`config.mk`:
```
export PLATFORM = sky130hd
export DESIGN_NAME = sdtw_walk
export DESIGN_NICKNAME = d
export VERILOG_FILES = /design/src/hw/rtl/sdtw_pkg.sv /design/src/hw/rtl/sdtw_walk.sv
export VERILOG_INCLUDE_DIRS = /design/src /design/src/hw/rtl
export SDC_FILE = /design/constraint.sdc
export NUM_CORES = 1
export LEC_CHECK = 0
export BUFFER_PORTS_ARGS = -buffer_cell sky130_fd_sc_hd__buf_2
export CAP_MARGIN = 40
export CORE_ASPECT_RATIO = 0.7
export CORE_MARGIN = 3
export CORE_UTILIZATION = 49
export CTS_BUF_LIST = sky130_fd_sc_hd__clkbuf_2 sky130_fd_sc_hd__clkbuf_4 sky130_fd_sc_hd__clkbuf_8
export CTS_CLUSTER_SIZE = 10
export DETAILED_ROUTE_END_ITERATION = 10
export MAX_ROUTING_LAYER = met4
export PLACE_DENSITY = 0.83
export SLEW_MARGIN = 20
export SYNTH_ARGS = -nofsm -noshare
export SYNTH_HDL_FRONTEND = slang
export SYNTH_SLANG_ARGS = --single-unit
```
`constraint.sdc`:
```
create_clock -name clk -period 3 [get_ports clk]
set_input_delay 0.3 -clock clk [delete_from_list [all_inputs] [get_ports clk]]
set_output_delay 0.3 -clock clk [all_outputs]
set_load 0.03 [all_outputs]
```
`src/hw/rtl/short_descriptor_table_walk_unit_defines.svh`:
```
// assertion macros used by the table walk sequencer rtl
`ifndef SHORT_DESCRIPTOR_TABLE_WALK_UNIT_DEFINES_SVH
`define SHORT_DESCRIPTOR_TABLE_WALK_UNIT_DEFINES_SVH

`ifndef ASSERT_OFF
`define SDTW_ASSERT(lbl, prop) \
  lbl: assert property (@(posedge clk) disable iff (!rst_n) prop) \
    else $error("sdtw assertion failed");
`define SDTW_ASSERT_ALWAYS(lbl, prop) \
  lbl: assert property (@(posedge clk) prop) \
    else $error("sdtw assertion failed");
`else
`define SDTW_ASSERT(lbl, prop)
`define SDTW_ASSERT_ALWAYS(lbl, prop)
`endif

`endif

```
`src/hw/rtl/sdtw_pkg.sv`:
```
// types, codes and descriptor merge for the short-descriptor table walker
`timescale 1ns / 1ps

package sdtw_pkg;

  localparam logic OP_WRITE = 1'b0;
  localparam logic OP_XLATE = 1'b1;

  localparam logic [31:0] SECTION_MASK    = 32'hFFF0_0000;
  localparam logic [31:0] SUPER_MASK      = 32'hFF00_0000;
  localparam logic [31:0] SMALL_PAGE_MASK = 32'hFFFF_F000;
  localparam logic [31:0] LARGE_PAGE_MASK = 32'hFFFF_0000;
  localparam int          SUPER_BIT       = 18;

  typedef enum logic [2:0] {
    ST_CLEAR,
    ST_IDLE,
    ST_L1,
    ST_L2,
    ST_PUSH
  } walk_state_t;

  typedef struct packed {
    logic [31:0] phys_addr;
    logic        fault;
  } walk_res_t;

  // final descriptor merged with the virtual address under its level mask; bits [1:0] zero fault
  function automatic walk_res_t merge_desc(input logic [31:0] entry, input logic [31:0] va,
                                           input logic is_l2);
    walk_res_t   res;
    logic [31:0] mask;
    if (is_l2) begin
      mask = entry[1] ? SMALL_PAGE_MASK : LARGE_PAGE_MASK;
    end else begin
      mask = entry[SUPER_BIT] ? SUPER_MASK : SECTION_MASK;
    end
    if (entry[1:0] == 2'b00) begin
      res.phys_addr = 32'h0;
      res.fault     = 1'b1;
    end else begin
      res.phys_addr = (entry & mask) | (va & ~mask);
      res.fault     = 1'b0;
    end
    return res;
  endfunction

endpackage

```
`src/hw/rtl/sdtw_walk.sv`:
```
// walk sequencer: clear pass, table writes, two-level lookup and result register
`timescale 1ns / 1ps
`include "short_descriptor_table_walk_unit_defines.svh"

module sdtw_walk #(
  parameter int WALK_ADDR_BITS = 18
) (
  input  logic                      clk,
  input  logic                      rst_n,
  input  logic [31:0]               table_base,
  input  logic                      in_valid,
  output logic                      in_ready,
  input  logic                      in_op,
  input  logic [31:0]               in_addr,
  input  logic [31:0]               in_data,
  output logic                      out_valid,
  input  logic                      out_ready,
  output sdtw_pkg::walk_res_t       out_res,
  output logic                      ram_we,
  output logic [WALK_ADDR_BITS-3:0] ram_addr,
  output logic [31:0]               ram_wdata,
  input  logic [31:0]               ram_rdata
);

  localparam int AW = WALK_ADDR_BITS - 2;

  sdtw_pkg::walk_state_t state_r, state_nxt;
  logic [AW-1:0]         clr_cnt_r;
  logic [31:0]           va_r;
  sdtw_pkg::walk_res_t   pend_r;
  sdtw_pkg::walk_res_t   out_r;
  logic                  out_valid_r;
  logic [31:0]           l1_byte;
  logic [31:0]           l2_byte;
  logic                  out_free;
  logic                  in_fire;

  assign l1_byte  = {table_base[31:14], in_addr[31:20], 2'b00};
  assign l2_byte  = {ram_rdata[31:10], 10'b0} + {22'b0, va_r[19:12], 2'b00};
  assign out_free = !out_valid_r || out_ready;
  assign in_fire  = in_valid && in_ready;

  // next state
  always_comb begin
    state_nxt = state_r;
    unique case (state_r)
      sdtw_pkg::ST_CLEAR: if (clr_cnt_r == '1) state_nxt = sdtw_pkg::ST_IDLE;
      sdtw_pkg::ST_IDLE: begin
        if (in_valid && in_op == sdtw_pkg::OP_XLATE) state_nxt = sdtw_pkg::ST_L1;
      end
      sdtw_pkg::ST_L1: state_nxt = ram_rdata[0] ? sdtw_pkg::ST_L2 : sdtw_pkg::ST_PUSH;
      sdtw_pkg::ST_L2: state_nxt = sdtw_pkg::ST_PUSH;
      sdtw_pkg::ST_PUSH: if (out_free) state_nxt = sdtw_pkg::ST_IDLE;
      default: state_nxt = sdtw_pkg::ST_IDLE;
    endcase
  end

  // memory port and handshake
  always_comb begin
    ram_we    = 1'b0;
    ram_addr  = '0;
    ram_wdata = '0;
    in_ready  = 1'b0;
    unique case (state_r)
      sdtw_pkg::ST_CLEAR: begin
        ram_we   = 1'b1;
        ram_addr = clr_cnt_r;
      end
      sdtw_pkg::ST_IDLE: begin
        in_ready = 1'b1;
        if (in_op == sdtw_pkg::OP_WRITE) begin
          ram_we    = in_valid;
          ram_addr  = in_addr[WALK_ADDR_BITS-1:2];
          ram_wdata = in_data;
        end else begin
          ram_addr = l1_byte[WALK_ADDR_BITS-1:2];
        end
      end
      sdtw_pkg::ST_L1: ram_addr = l2_byte[WALK_ADDR_BITS-1:2];
      sdtw_pkg::ST_L2, sdtw_pkg::ST_PUSH: ram_addr = '0;
      default: ram_addr = '0;
    endcase
  end

  always_ff @(posedge clk) begin
    if (!rst_n) begin
      state_r     <= sdtw_pkg::ST_CLEAR;
      clr_cnt_r   <= '0;
      out_valid_r <= 1'b0;
    end else begin
      state_r <= state_nxt;
      if (state_r == sdtw_pkg::ST_CLEAR) begin
        clr_cnt_r <= clr_cnt_r + 1'b1;
      end
      if (state_r == sdtw_pkg::ST_PUSH && out_free) begin
        out_valid_r <= 1'b1;
      end else if (out_ready) begin
        out_valid_r <= 1'b0;
      end
    end
  end

  always_ff @(posedge clk) begin
    if (in_fire) begin
      va_r <= in_addr;
    end
    if (state_r == sdtw_pkg::ST_L1) begin
      pend_r <= sdtw_pkg::merge_desc(ram_rdata, va_r, 1'b0);
    end else if (state_r == sdtw_pkg::ST_L2) begin
      pend_r <= sdtw_pkg::merge_desc(ram_rdata, va_r, 1'b1);
    end
    if (state_r == sdtw_pkg::ST_PUSH && out_free) begin
      out_r <= pend_r;
    end
  end

  assign out_valid = out_valid_r;
  assign out_res   = out_r;

  `SDTW_ASSERT(a_xlate_starts_walk,
    in_fire && in_op == sdtw_pkg::OP_XLATE |=> state_r == sdtw_pkg::ST_L1)
  `SDTW_ASSERT_ALWAYS(a_no_write_mid_walk,
    (state_r == sdtw_pkg::ST_L1 || state_r == sdtw_pkg::ST_L2 ||
     state_r == sdtw_pkg::ST_PUSH) |-> !ram_we)
  `SDTW_ASSERT(a_push_loads_output,
    state_r == sdtw_pkg::ST_PUSH && out_free |=> out_valid_r && state_r == sdtw_pkg::ST_IDLE)
  `SDTW_ASSERT(a_clear_blocks_input, state_r == sdtw_pkg::ST_CLEAR |-> !in_ready)

endmodule

```
==> impl_summary.log <==
[metrics] result of the run: finished clean
[metrics] largest net degree at the start of global routing: a little over 40
[metrics] wire length reported by the detailed router: 11.73 mm
[metrics] crit share post-route: 82.36%
[metrics] max capacitance violation total: 0
[metrics] count of placed standard cells including taps: around 680
[metrics] routability congestion estimate: 0.8876
[metrics] accumulated negative setup slack: 0 ps
[metrics] highest-count cells in the layout ignoring fill and taps: 180 x sky130_fd_sc_hd__buf_2, 90 x sky130_fd_sc_hd__edfxtp_1, 44 x sky130_fd_sc_hd__nor2_1, 43 x sky130_fd_sc_hd__and2_1, 28 x sky130_fd_sc_hd__mux2i_1
[metrics] clock transition time at the flip-flop clock pins of the worst setup and hold paths: around 100 ps
[metrics] overall fraction of global-route tracks in use: 21.25%
[metrics] combined buffer and inverter count along the critical path: 2
[metrics] Worst Path Class, Setup: register to output pin
[metrics] placed standard-cell area: 5889 sq um
[metrics] synthesis-stage register bit count: 110
[metrics] layout cell share with drive strength beyond 1: 38.03%
[metrics] relative max-transition margin: 56.24%
[metrics] post-route design area: 6078 sq um
[metrics] number of endpoints with negative hold slack in the final report: 0
[metrics] Critical Path Slowest Stage Cell: sky130_fd_sc_hd__nor2b_1
[metrics] synthesized area: 4821 sq um
[metrics] drc violations: 0
[metrics] leakage dissipation: between 0.002 and 0.003 uW
[metrics] data arrival at the endpoint of the critical path: 2170 ps
[metrics] Max Clock Skew: 4.904 ps
[metrics] ratio of total power to cell area: 515.8 nW/um^2
[metrics] post-CTS resize count: 0
[metrics] number of instances in the synthesized netlist: 385
[metrics] Clk Tree Root Cell: sky130_fd_sc_hd__clkbuf_8
[metrics] synthesized area per cell: around 13 sq um
[metrics] Primary FF master, synth: sky130_fd_sc_hd__edfxtp_1
[metrics] Synth warnings: 0
[metrics] HPWL reported at the end of detailed placement: 8.864 mm
[metrics] CTS Buf Count: 9
[metrics] final non-filler cell total: 692
[metrics] num ports: between 200 and 250
[metrics] layout overhead on the synthesized area: 26.08%
[metrics] data required time of the worst path: roughly 2700 ps
[metrics] Worst Max-Slew Pin Slew: 656.4 ps
[metrics] net count after synthesis: 519
[metrics] core footprint: 9325 sq um
[metrics] clock tree from TritonCTS: yes
[metrics] Starting Density: ~52%
[metrics] Startpoint Class: register
[metrics] most common cell after layout, fill and taps aside: sky130_fd_sc_hd__buf_2
[metrics] Max IR drop VDD: 286.7 uV
[metrics] row cnt: 29
[metrics] Vias per Instance: 5.302
[metrics] DIE WIDTH: 124.6 um
[metrics] Skew-Pair Late Insertion Delay: 370 ps
[metrics] setup repair after global routing missed its margin: false
[metrics] die extent in y: 88.99 um
[metrics] deepest level of the CTS H-tree: 3
[metrics] total of buffers placed on input and output ports: 180
[metrics] Critical Path End Type: output pin
[metrics] dominant delay contributor by cell family on the critical path: simple AND/OR/NAND/NOR gates
[metrics] clock sinks: 110
[metrics] register-to-register path setup slack: 1010 ps
[metrics] CP max stage delay: 500 ps
[metrics] hold_buf cts: 0
[metrics] post-detailed-route wirelength per cell: 16.96 um
[metrics] clock period minus worst slack: 2471 ps
[metrics] list of cells traversed by the critical path: nor3b_2, nor2b_1, buf_4, and2_1, buf_2
[metrics] Achievable Freq: 404.7 MHz
[metrics] total via count in the routed design: 3,669
[metrics] GRT Residual Overflow: 0
[metrics] vias in the first global route: 3,497
[metrics] Net count, final: 697
[metrics] Max Root-Sink Buffers: 2
[metrics] global-route wire length before repair: 17.84 mm
[metrics] diode count: 0
[metrics] Final setup viols: 0
[metrics] first-pass iteration count of the detailed router: 5
[metrics] post-CTS setup buffer count: 0
[metrics] unique cell type count in the Yosys netlist: 41
[metrics] sequential area share after synthesis: 64.37%
[metrics] worst-path maximum fanout: 22
[metrics] die area: 11,080 sq um
[metrics] fraction of registers with async set/reset: 0%
[metrics] ANT nets after route: 0
[metrics] initial drt markers: 330
[metrics] Final Max Tran Viols: 0
[metrics] class of the tightest hold or removal check: input pin to register
[metrics] Post-synth EDFFs: 90
[metrics] initial antenna violation count: 0
[report_power, final]
group          internal [uW]  total, uW  switching (uW)
logic                    207        573             366
clock network            334        848             514
registers               1690       1710            23.7
[synth_stat cells, drive strengths merged (10+ instances only)]
cell type / n / area [sq um]
clkbuf: 14 / 52.55
buf: 10 / 55.05
nor2: 46 / 172.7
mux2i: 28 / 280.3
dfxtp: 20 / 400.4
nand2: 10 / 42.54
and2: 43 / 269.0
edfxtp: 90 / 2703
nor2b: 24 / 150.1
a211oi: 15 / 112.6
a21oi: 17 / 85.08
[worst reg2reg max path, cell delays in order (launching register included)]
cell                       delay (ps)
sky130_fd_sc_hd__dfxtp_1          340
sky130_fd_sc_hd__buf_4            230
sky130_fd_sc_hd__nor3_4           470
sky130_fd_sc_hd__nand2_2          200
sky130_fd_sc_hd__or4_1            530
sky130_fd_sc_hd__a21boi_1         160
[sequential cells by signal (all words and copies together), names as in the netlist]
name and count:
va_r 24, clr_cnt_r 16, pend_r 33, out_res 33, out_valid 1, state_r 3
[cell families (layout without fill, tap and decap cells)]
group                    count (synthesis)  in the layout  share of synthesized area (%)
AO/OA/AOI/OAI                           52             52                          7.137
adder cells (fa/ha/maj)                  1              1                         0.2595
multiplexers                            30             30                          6.281
AND/OR/NAND/NOR                        155            155                          17.78
buffers and inverters                   28            211                          2.543
XOR/XNOR                                 9              9                          1.635
flip-flops                             110            110                          64.37
[worst paths after layout]
kind / to / start / cells past startpoint
max: ram_wdata[18] / state_r[2] / 5
min: va_r[18] / in_addr[18] / 1
max reg2reg: clr_cnt_r[14] / state_r[2] / 5
min reg2reg: out_res[17] / pend_r[17] / 0
[layer usage]
layer	vias up	wire, um	GRT usage [%]
met5	-	0	-
met4	0	93	3.980
met3	8	974	6.567
met2	165	5788	34.07
met1	1760	4876	27.40
li1	1736	-	-
[final cells by class]
class / instances / area [sq um]
Fill cell: 663 / 3247
Sequential cell: 110 / 3103
Multi-Input combinational cell: 247 / 1605
Timing Repair Buffer: 191 / 1011
Tap cell: 124 / 155.1
Clock buffer: 10 / 131.4
Clock inverter: 6 / 57.56
Inverter: 4 / 15.01
[stage by stage]
step / setup slack, ps / hold WS [ps] / power [uW] / util [%]
6_report: 529.1 / 106.7 / 3135 / 65.18
5_1_grt: 211.2 / 85.99 / 3267 / 65.18
4_1_cts: 444.0 / 87.54 / 3153 / 65.18
3_5_place_dp: 883.5 / 404.5 / 2321 / 63.16
3_3_place_gp: 705.6 / 400.9 / 2301 / 62.62
2_1_floorplan: 392.8 / 398.9 / 2115 / -
Note: power is estimated with default switching activity, not from simulation.
